**src/sv/assert_macros.svh**
```systemverilog
// ----------------------------------------------------------------------------
// Assertion macros
// Shared concurrent assertion forms. They sample on clk and are disabled
// while arst_n is low.
// ----------------------------------------------------------------------------
`ifndef ASSERT_MACROS_SVH
`define ASSERT_MACROS_SVH

// Same-cycle implication.
`define NBE_ASSERT_IMPLIES(label, ante, cons, msg) \
	label: assert property (@(posedge clk) disable iff (!arst_n) (ante) |-> (cons)) \
		else $error(msg);

// Next-cycle implication.
`define NBE_ASSERT_NEXT(label, ante, cons, msg) \
	label: assert property (@(posedge clk) disable iff (!arst_n) (ante) |=> (cons)) \
		else $error(msg);

`endif

```
**src/sv/nbe_pkg.sv**
```systemverilog
// ----------------------------------------------------------------------------
// nbe_pkg
// Shared constants, command and status types, and arithmetic helpers of the
// backward error unit.
// ----------------------------------------------------------------------------
package nbe_pkg;

	localparam int NBE_DATA_W    = 32;
	localparam int NBE_ACC_W     = 64;
	localparam int NBE_CFG_W     = 13;
	localparam int NBE_ETA_W     = 17;
	localparam int NBE_ETA_BITS  = 16;
	localparam int NBE_MAX_ROWS  = 4096;
	localparam int NBE_FRAC_BITS = 16;

	localparam logic [NBE_ETA_W-1:0]  NBE_ETA_ONE = 17'h10000;
	localparam logic [NBE_DATA_W-1:0] NBE_SAT32   = 32'hFFFF_FFFF;

	// Datapath operation selected for one cycle.
	typedef enum logic [3:0] {
		OP_NONE,
		OP_TMP,
		OP_ACC_RE,
		OP_ACC_IM,
		OP_LOAD,
		OP_SQ,
		OP_RAD,
		OP_STORE,
		OP_WSUM,
		OP_DEN,
		OP_ETA,
		OP_REL,
		OP_OUT
	} nbe_op_t;

	// Operand pair of the shared multiplier.
	typedef enum logic [2:0] {
		MUL_ZR_XR,
		MUL_ZI_XI,
		MUL_ZR_XI,
		MUL_ZI_XR,
		MUL_AA,
		MUL_BB,
		MUL_ZX
	} nbe_mul_sel_t;

	// Source and target of a complex magnitude.
	typedef enum logic [1:0] {
		SRC_Z,
		SRC_X,
		SRC_R,
		SRC_B
	} nbe_src_t;

	// Operands of a division.
	typedef enum logic {
		DIV_ETA,
		DIV_REL
	} nbe_div_sel_t;

	typedef struct packed {
		logic         capture;
		nbe_op_t      op;
		nbe_mul_sel_t mul_sel;
		nbe_src_t     src;
		logic         sqrt_start;
		logic         div_start;
		nbe_div_sel_t div_sel;
	} nbe_cmd_t;

	typedef struct packed {
		logic rend;
		logic mend;
		logic sqrt_busy;
		logic div_busy;
	} nbe_status_t;

	// Signed 64-bit add that saturates at the signed limits.
	function automatic logic [NBE_ACC_W-1:0] sat_add64(input logic [NBE_ACC_W-1:0] a,
			input logic [NBE_ACC_W-1:0] b);
		logic [NBE_ACC_W:0] s;
		s = {a[NBE_ACC_W-1], a} + {b[NBE_ACC_W-1], b};
		if (s[NBE_ACC_W] != s[NBE_ACC_W-1]) begin
			sat_add64 = s[NBE_ACC_W] ? {1'b1, {(NBE_ACC_W-1){1'b0}}}
				: {1'b0, {(NBE_ACC_W-1){1'b1}}};
		end else begin
			sat_add64 = s[NBE_ACC_W-1:0];
		end
	endfunction

	// Unsigned 64-bit add that saturates at all ones.
	function automatic logic [NBE_ACC_W-1:0] usat_add64(input logic [NBE_ACC_W-1:0] a,
			input logic [NBE_ACC_W-1:0] b);
		logic [NBE_ACC_W:0] s;
		s = {1'b0, a} + {1'b0, b};
		usat_add64 = s[NBE_ACC_W] ? {NBE_ACC_W{1'b1}} : s[NBE_ACC_W-1:0];
	endfunction

	// Absolute value of a signed 64-bit word: overflow flag over 32 low bits.
	function automatic logic [NBE_DATA_W:0] abs_mag(input logic [NBE_ACC_W-1:0] v);
		logic [NBE_ACC_W-1:0] u;
		u = v[NBE_ACC_W-1] ? (~v + 64'd1) : v;
		abs_mag = {|u[NBE_ACC_W-1:NBE_DATA_W], u[NBE_DATA_W-1:0]};
	endfunction

endpackage

```
**src/sv/nbe_ctrl.sv**
```systemverilog
// ----------------------------------------------------------------------------
// nbe_ctrl
// Sequencer that steps the datapath through products, magnitudes, the row
// close and the matrix result, and owns the channel handshakes.
// ----------------------------------------------------------------------------
module nbe_ctrl (
	input  logic                 clk,
	input  logic                 arst_n,
	input  logic                 in_valid,
	output logic                 in_ready,
	output logic                 out_valid,
	input  logic                 out_ready,
	input  nbe_pkg::nbe_status_t status,
	output nbe_pkg::nbe_cmd_t    cmd
);
	import nbe_pkg::*;

	typedef enum logic [4:0] {
		S_IDLE,
		S_PRR,
		S_PII,
		S_PRI,
		S_PIR,
		S_PACC,
		S_MLD,
		S_MA,
		S_MB,
		S_MRAD,
		S_MSQ,
		S_MWAIT,
		S_WMUL,
		S_WACC,
		S_DEN,
		S_DIVE,
		S_DWE,
		S_ETA,
		S_DIVR,
		S_DWR,
		S_REL,
		S_OUTW
	} state_t;

	state_t   state_q;
	nbe_src_t src_q;
	logic     out_valid_q;

	// State, magnitude source and result valid.
	always_ff @(posedge clk or negedge arst_n) begin
		if (!arst_n) begin
			state_q     <= S_IDLE;
			src_q       <= SRC_Z;
			out_valid_q <= 1'b0;
		end else begin
			if (out_valid_q && out_ready) begin
				out_valid_q <= 1'b0;
			end
			case (state_q)
				S_IDLE: if (in_valid) state_q <= S_PRR;
				S_PRR:  state_q <= S_PII;
				S_PII:  state_q <= S_PRI;
				S_PRI:  state_q <= S_PIR;
				S_PIR:  state_q <= S_PACC;
				S_PACC: begin
					src_q   <= SRC_Z;
					state_q <= S_MLD;
				end
				S_MLD:  state_q <= S_MA;
				S_MA:   state_q <= S_MB;
				S_MB:   state_q <= S_MRAD;
				S_MRAD: state_q <= S_MSQ;
				S_MSQ:  state_q <= S_MWAIT;
				S_MWAIT: begin
					if (!status.sqrt_busy) begin
						case (src_q)
							SRC_Z: begin
								src_q   <= SRC_X;
								state_q <= S_MLD;
							end
							SRC_X: state_q <= S_WMUL;
							SRC_R: begin
								src_q   <= SRC_B;
								state_q <= S_MLD;
							end
							SRC_B: state_q <= S_DEN;
							default: state_q <= S_IDLE;
						endcase
					end
				end
				S_WMUL: state_q <= S_WACC;
				S_WACC: begin
					if (status.rend || status.mend) begin
						src_q   <= SRC_R;
						state_q <= S_MLD;
					end else begin
						state_q <= S_IDLE;
					end
				end
				S_DEN:  state_q <= S_DIVE;
				S_DIVE: state_q <= S_DWE;
				S_DWE:  if (!status.div_busy) state_q <= S_ETA;
				S_ETA:  state_q <= status.mend ? S_DIVR : S_IDLE;
				S_DIVR: state_q <= S_DWR;
				S_DWR:  if (!status.div_busy) state_q <= S_REL;
				S_REL:  state_q <= S_OUTW;
				S_OUTW: begin
					if (!out_valid_q) begin
						out_valid_q <= 1'b1;
						state_q     <= S_IDLE;
					end
				end
				default: state_q <= S_IDLE;
			endcase
		end
	end

	// Command decode.
	always_comb begin
		cmd            = '0;
		cmd.op         = OP_NONE;
		cmd.mul_sel    = MUL_ZR_XR;
		cmd.src        = src_q;
		cmd.div_sel    = DIV_ETA;
		cmd.capture    = (state_q == S_IDLE) && in_valid;
		cmd.sqrt_start = (state_q == S_MSQ);
		cmd.div_start  = (state_q == S_DIVE) || (state_q == S_DIVR);
		case (state_q)
			S_PRR: cmd.mul_sel = MUL_ZR_XR;
			S_PII: begin
				cmd.mul_sel = MUL_ZI_XI;
				cmd.op      = OP_TMP;
			end
			S_PRI: begin
				cmd.mul_sel = MUL_ZR_XI;
				cmd.op      = OP_ACC_RE;
			end
			S_PIR: begin
				cmd.mul_sel = MUL_ZI_XR;
				cmd.op      = OP_TMP;
			end
			S_PACC: cmd.op = OP_ACC_IM;
			S_MLD:  cmd.op = OP_LOAD;
			S_MA:   cmd.mul_sel = MUL_AA;
			S_MB: begin
				cmd.mul_sel = MUL_BB;
				cmd.op      = OP_SQ;
			end
			S_MRAD:  cmd.op = OP_RAD;
			S_MWAIT: cmd.op = status.sqrt_busy ? OP_NONE : OP_STORE;
			S_WMUL:  cmd.mul_sel = MUL_ZX;
			S_WACC:  cmd.op = OP_WSUM;
			S_DEN:   cmd.op = OP_DEN;
			S_ETA:   cmd.op = OP_ETA;
			S_DIVR:  cmd.div_sel = DIV_REL;
			S_REL:   cmd.op = OP_REL;
			S_OUTW:  cmd.op = out_valid_q ? OP_NONE : OP_OUT;
			default: begin
			end
		endcase
	end

	assign in_ready  = (state_q == S_IDLE);
	assign out_valid = out_valid_q;

endmodule

```
**config.mk**
```make
export PLATFORM = sky130hd
export DESIGN_NAME = nbe_ctrl
export DESIGN_NICKNAME = d
export VERILOG_FILES = /design/src/sv/assert_macros.svh /design/src/sv/nbe_pkg.sv /design/src/sv/nbe_ctrl.sv
export SDC_FILE = /design/constraint.sdc
export NUM_CORES = 1
export LEC_CHECK = 0
export ABC_AREA = 1
export BUFFER_PORTS_ARGS = -buffer_cell sky130_fd_sc_hd__buf_2
export CAP_MARGIN = 20
export CORE_MARGIN = 5
export CORE_UTILIZATION = 40
export DETAILED_ROUTE_END_ITERATION = 8
export HOLD_SLACK_MARGIN = 0.12
export PLACE_DENSITY_LB_ADDON = 0.08
export SYNTH_ARGS = -nofsm -noshare
export SYNTH_HDL_FRONTEND = slang
export SYNTH_SLANG_ARGS = --single-unit
```
**constraint.sdc**
```tcl
create_clock -name clk -period 1.4 [get_ports clk]
set_input_delay 0.07 -clock clk [delete_from_list [all_inputs] [get_ports clk]]
set_output_delay 0.07 -clock clk [all_outputs]
set_load 0.01 [all_outputs]
```
==> run metrics, run 1 <==
outcome finished with violations; failing checks negative setup slack; largest vdd supply drop 0.00110 V; delay-heaviest family, CP simple AND/OR/NAND/NOR gates; fillcell total ~170; via count 1207; multi-input gate area in the final layout just under 700 um2; syn nets 156; ANT nets after route 0; gr usage total 19.3%; leakage roughly 0.00084 uW; IO Pins 23; area grow syn2layout 73.7%; Synth top area share 26.1%; Initial Util 41.7%; pin count of the biggest net entering global routing 9; Seq. cell area 206 um2; Pwr per Cell Area 2060 nW/um2; Worst EP required 1330 ps; Worst setup SP type flop; Tcrit/Tclk final 117%; Synth area leaders nand2_1, dfrtp_1, nand3_1; Achievable Freq ~610 MHz; HP Class primary input to async pin; total power 2930 uW; first-pass GRT wire length 4800 um; die area ~3000 um2; WL per Instance about 14 um; final worst slack -235 ps; Pins Over Slew Limit 0; core area 1960 um2; #FFs+latches synth 8; sequential cell area fraction in the yosys report approximately a quarter; first-pass iteration count of the detailed router 4; Buffers on Ports 22; DP Area 1100 um2; Avg Cell Area, Syn 5.53 um2; synthesized area between 800 and 900 um2; Crit Path Max Fanout 5; Root Driver clkbuf_4; RSZ-0062 raised after global routing true; max_cap viols 0; final hold slack 195 ps; gpl congestion just under 0.9; crit-path cells nor2_4, buf_4, nand3_2, nand2_1, nor2_2, nand3_1, buf_2; Final Cell Area 1420 um2; Clock Latency Late Sink ~260 ps; Worst-Margin Slew 275 ps; Final Hold Viols 0; layout cells sized above 1 51.0%; WS Path Type flop to primary output; setup violators final 18; drc violations 0; worst slack, placed -41.9 ps; Netlist cell types 16; H-tree depth 1; vias in the first global route around 1100; Clock Pin Slew Worst Setup and Hold Paths around 50 ps; detailed placement HPWL 2220 um; clk buf depth 2; WL final ~3200 um; n_diodes 0; number of DRC markers in iteration 0 26; headroom to the max-slew limit 81.6%; crit path DAT 1570 ps; Crit-path slowest cell dfrtp_2; Worst Setup SP state_q[1]$_DFFE_PN0P_; TritonCTS Sinks 8; chip height 55.2 um; via/cell ratio 5.18; Synth Instances 148; final net count between 200 and 250; worst path bufs/invs 2; Die X 55.2 um; Critical Path Max Stage Delay 460 ps; Yosys top cell by area nand2_1; CTS tree done; # rows 16; fin crit period 1640 ps; Inserted Clock Buffers 3; initial antenna violation count 0; yosys warns 0; clock skew ~3 ps; grt ovf 0; reg2reg start state_q[3]$_DFFE_PN0P_; CP endpoint kind primary output
-- power breakdown --
group / internal (uW) / switching, uW / total (uW)
sequential: 330 / 168 / 498
combinational: 995 / 1260 / 2260
clock: 98.1 / 79.0 / 177
total: 1420 / 1510 / 2930
-- per-stage QoR --
step,instances,utilization (%),setup TNS (ps)
finish,233,72.4,-2110
floorplan,148,-,0
global route,233,72.4,-3760
CTS,225,63.6,-1740
global placement,215,56.1,-169
detailed placement,215,56.1,-145
-- cell usage after synthesis --
cell and number:
a21oi_1 3, nand3_1 22, or2_1 1, o21ai_0 4, buf_2 1, inv_1 16
nand3b_1 1, nor2_1 18, dfrtp_1 8, inv_2 3, nor3_1 1, nor2_2 4
nor2_4 3, nand2_2 2, nand2_1 57, nand4_1 4
-- routing by layer --
metal | wire (um) | global-route usage [%] | share of wire (%)
met5 | 0 | 0 | 0
met4 | 112 | 7.29 | 3.5
met3 | 198 | 4.43 | 6.2
met2 | 1570 | 31.6 | 49
met1 | 1300 | 24.6 | 41
-- cell families (layout without fill, tap and decap cells) --
logic type | after synthesis | after routing | synth area share (%)
buffers and inverters | 20 | 78 | 9.33
AOI/OAI and AO/OA | 7 | 7 | 4.28
DFF | 8 | 8 | 24.5
and+or+nand+nor | 113 | 113 | 61.9
-- worst paths after layout --
kind                                               end  cells after the start  slack (ps)
worst max-delay path                            cmd[8]                      7        -240
worst min-delay path            state_q[3]$_DFFE_PN0P_                      2         200
worst max register to register  state_q[0]$_DFFE_PN0P_                     10        -140
worst min register to register    src_q[1]$_DFFE_PN0P_                      2         520
max in group asynchronous       state_q[2]$_DFFE_PN0P_                      2        1020
min in group clk                state_q[1]$_DFFE_PN0P_                      5         210
-- registers in the layout, summed over array words and instances (netlist names) --
signal and count:
state_q 5, out_valid 1, src_q 2
-- what timing repair did --
action,CTS,global route
gates resized for setup,21,32
cloned,0,0
hold buffers,2,0
pin swaps,4,17
setup buffers,5,8
endpoints found under the setup margin,19,19
endpoints found under the hold margin,9,0
-- cell usage in the layout (no fill, tap or decap), types with 6 or more instances in the layout --
cell,n
nand2_1,46
buf_4,26
buf_2,22
nand3_1,17
inv_1,13
nor2_1,11
nand2_2,9
nor2_4,8
nor2_2,6
buf_6,6
-- layout make-up --
class | count | area share (%)
clock buffers | 3 | 1.58
inverters | 19 | 5.28
multi-input cells | 120 | 48.6
repair buffers | 56 | 27.6
flip-flops and latches | 8 | 14.5
well taps | 27 | 2.38
Note: power is estimated with default switching activity, not from simulation.
==> run 2: changes to the inputs <==
MAX_ROUTING_LAYER = met4   (was default)
==> run 2 against run 1 <==
The run still ends with negative setup slack left. Sequential share of layout area is the same. First-iteration DRC count is the same. Global-route usage grew 0.54 points. Critical endpoint unchanged. Clock skew is essentially flat. Highest routed layer unchanged. Via count grew 0.17%. Total power is essentially flat. Largest power group unchanged. Die area is the same. Final cell count is the same. Count of clock-buffer cells in the layout is the same. Worst setup slack is the same. Critical path type unchanged.
==> run metrics, run 2 (same netlist as run 1, synthesis figures left out) <==
outcome finished with violations; failing checks negative setup slack; CTS tree done; detailed placement HPWL around 2200 um; Initial Util 41.7%; initial antenna violation count 0; number of flip-flops in the largest register 5; first-pass GRT wire length 4800 um; Clock Latency Late Sink 260 ps; most common cell after layout, fill and taps aside nand2_1; Tcrit/Tclk final 117%; post-route insts no fill 233; final net count between 200 and 250; core area 1960 um2; sequential share of power 17.0%; met2 Usage GRT 31.6%; fillcell total about 170; HP Class primary input to async pin; headroom to the max-slew limit 81.6%; Inserted Clock Buffers 3; Clock Pin Slew Worst Setup and Hold Paths 50 ps; H-tree depth 1; area grow syn2layout 73.7%; crit path DAT 1570 ps; fin crit period 1640 ps; WS Path Type flop to primary output; CP endpoint kind primary output; most flop-heavy register state_q; via count roughly 1200; RSZ-0062 raised after global routing true; Cells after DPL 215; Worst setup SP type flop; largest vdd supply drop 0.00110 V; vias in the first global route 1074; clock skew 2.94 ps; most frequent cells in the layout nand2_1, buf_4, buf_2; pin count of the biggest net entering global routing 9; chip height 55.2 um; clk buf depth 2; switching share of power approximately 51%; max_cap viols 0; IO Pins 23; first-pass iteration count of the detailed router 4; leakage about 0.00084 uW; Pwr per Cell Area 2060 nW/um2; Crit Path Max Fanout 5; grt ovf 0; n_diodes 0; switching power total 1510 uW; gr usage total between 15 and 20%; number of DRC markers in iteration 0 26; via/cell ratio 5.19; internal power roughly 1400 uW; final worst slack -235 ps; Achievable Freq 612 MHz; met3 usage between 3 and 4%; setup violators final 18; # rows 16; Final Hold Viols 0; WL per Instance between 10 and 15 um; TritonCTS Sinks 8; final hold slack 195 ps; layout cells sized above 1 51.0%; WL final 3180 um; Pins Over Slew Limit 0; drc violations 0; Most Used Layer, Global Route met2; Gate power share 77.0%; Worst EP required 1330 ps; Worst-Margin Slew roughly 270 ps; Die X 55.2 um; Buffers on Ports 22; Clock Power Share approximately 6.0%; met1 Use GR 25.0%; die area 3050 um2; gpl congestion 0.902; ANT nets after route 0; Root Driver clkbuf_4
[run 2: layout make-up]
cell class | instances | area, um2 | area share, %
inverters | 19 | 75.1 | 5.28
multi-input cells | 120 | 691 | 48.6
flip-flops and latches | 8 | 206 | 14.5
clock buffers | 3 | 22.5 | 1.58
well taps | 27 | 33.8 | 2.38
repair buffers | 56 | 393 | 27.6
[run 2: through the flow]
| step | total power, uW | cell area [um2] | TNS (ps) | setup WS, ps | utilization, % |
|---|---|---|---|---|---|
| after floorplan | 1430 | 818 | 0 | 7.77 | - |
| after global placement | 2090 | 1100 | -169 | -41.9 | 56.1 |
| after detailed placement | 2090 | 1100 | -145 | -41.9 | 56.1 |
| after CTS | 2500 | 1250 | -1740 | -215 | 63.6 |
| after global routing | 3170 | 1420 | -3760 | -325 | 72.4 |
| final | 2930 | 1420 | -2100 | -235 | 72.4 |
[run 2: routing by layer]
layer | part of all wire (%) | vias up
met3 | 5.6 | 13
met1 | 42 | 563
met4 | 3.5 | 0
li1 | - | 587
met2 | 49 | 46
met5 | 0 | -
[run 2: worst paths after layout]
| path | from | end | slack, ps | depth (start not counted) |
|---|---|---|---|---|
| max | state_q[1]$_DFFE_PN0P_ | cmd[8] | -240 | 7 |
| max reg2reg | state_q[3]$_DFFE_PN0P_ | state_q[0]$_DFFE_PN0P_ | -140 | 10 |
| max in group asynchronous | arst_n | state_q[2]$_DFFE_PN0P_ | 1020 | 2 |
| min in group clk | status[0] | state_q[1]$_DFFE_PN0P_ | 210 | 5 |
| min reg2reg | src_q[1]$_DFFE_PN0P_ | src_q[1]$_DFFE_PN0P_ | 520 | 2 |
| min | arst_n | state_q[3]$_DFFE_PN0P_ | 200 | 2 |
[run 2: power groups by stage]
stage          combinational [uW]  clock (uW)  sequential, uW
6_report                     2260         177             498
5_1_grt                      2450         205             513
4_1_cts                      1830         184             489
3_5_place_dp                 1640           0             447
3_3_place_gp                 1650           0             439
2_1_floorplan                1010           0             421
[run 2: timing repair]
item | in CTS | in global routing
hold buffers | 2 | 0
setup endpoints to repair | 19 | 19
buffers inserted | 5 | 8
pin swaps | 4 | 17
gates resized for setup | 21 | 32
hold endpoints to repair | 9 | 0
[run 2: worst max-delay path, stage by stage (launching register included)]
cell,delay (ps)
dfrtp_2,460
nor2_4,190
buf_4,140
nand3_2,140
nand2_1,120
nor2_2,50
nand3_1,70
buf_2,130
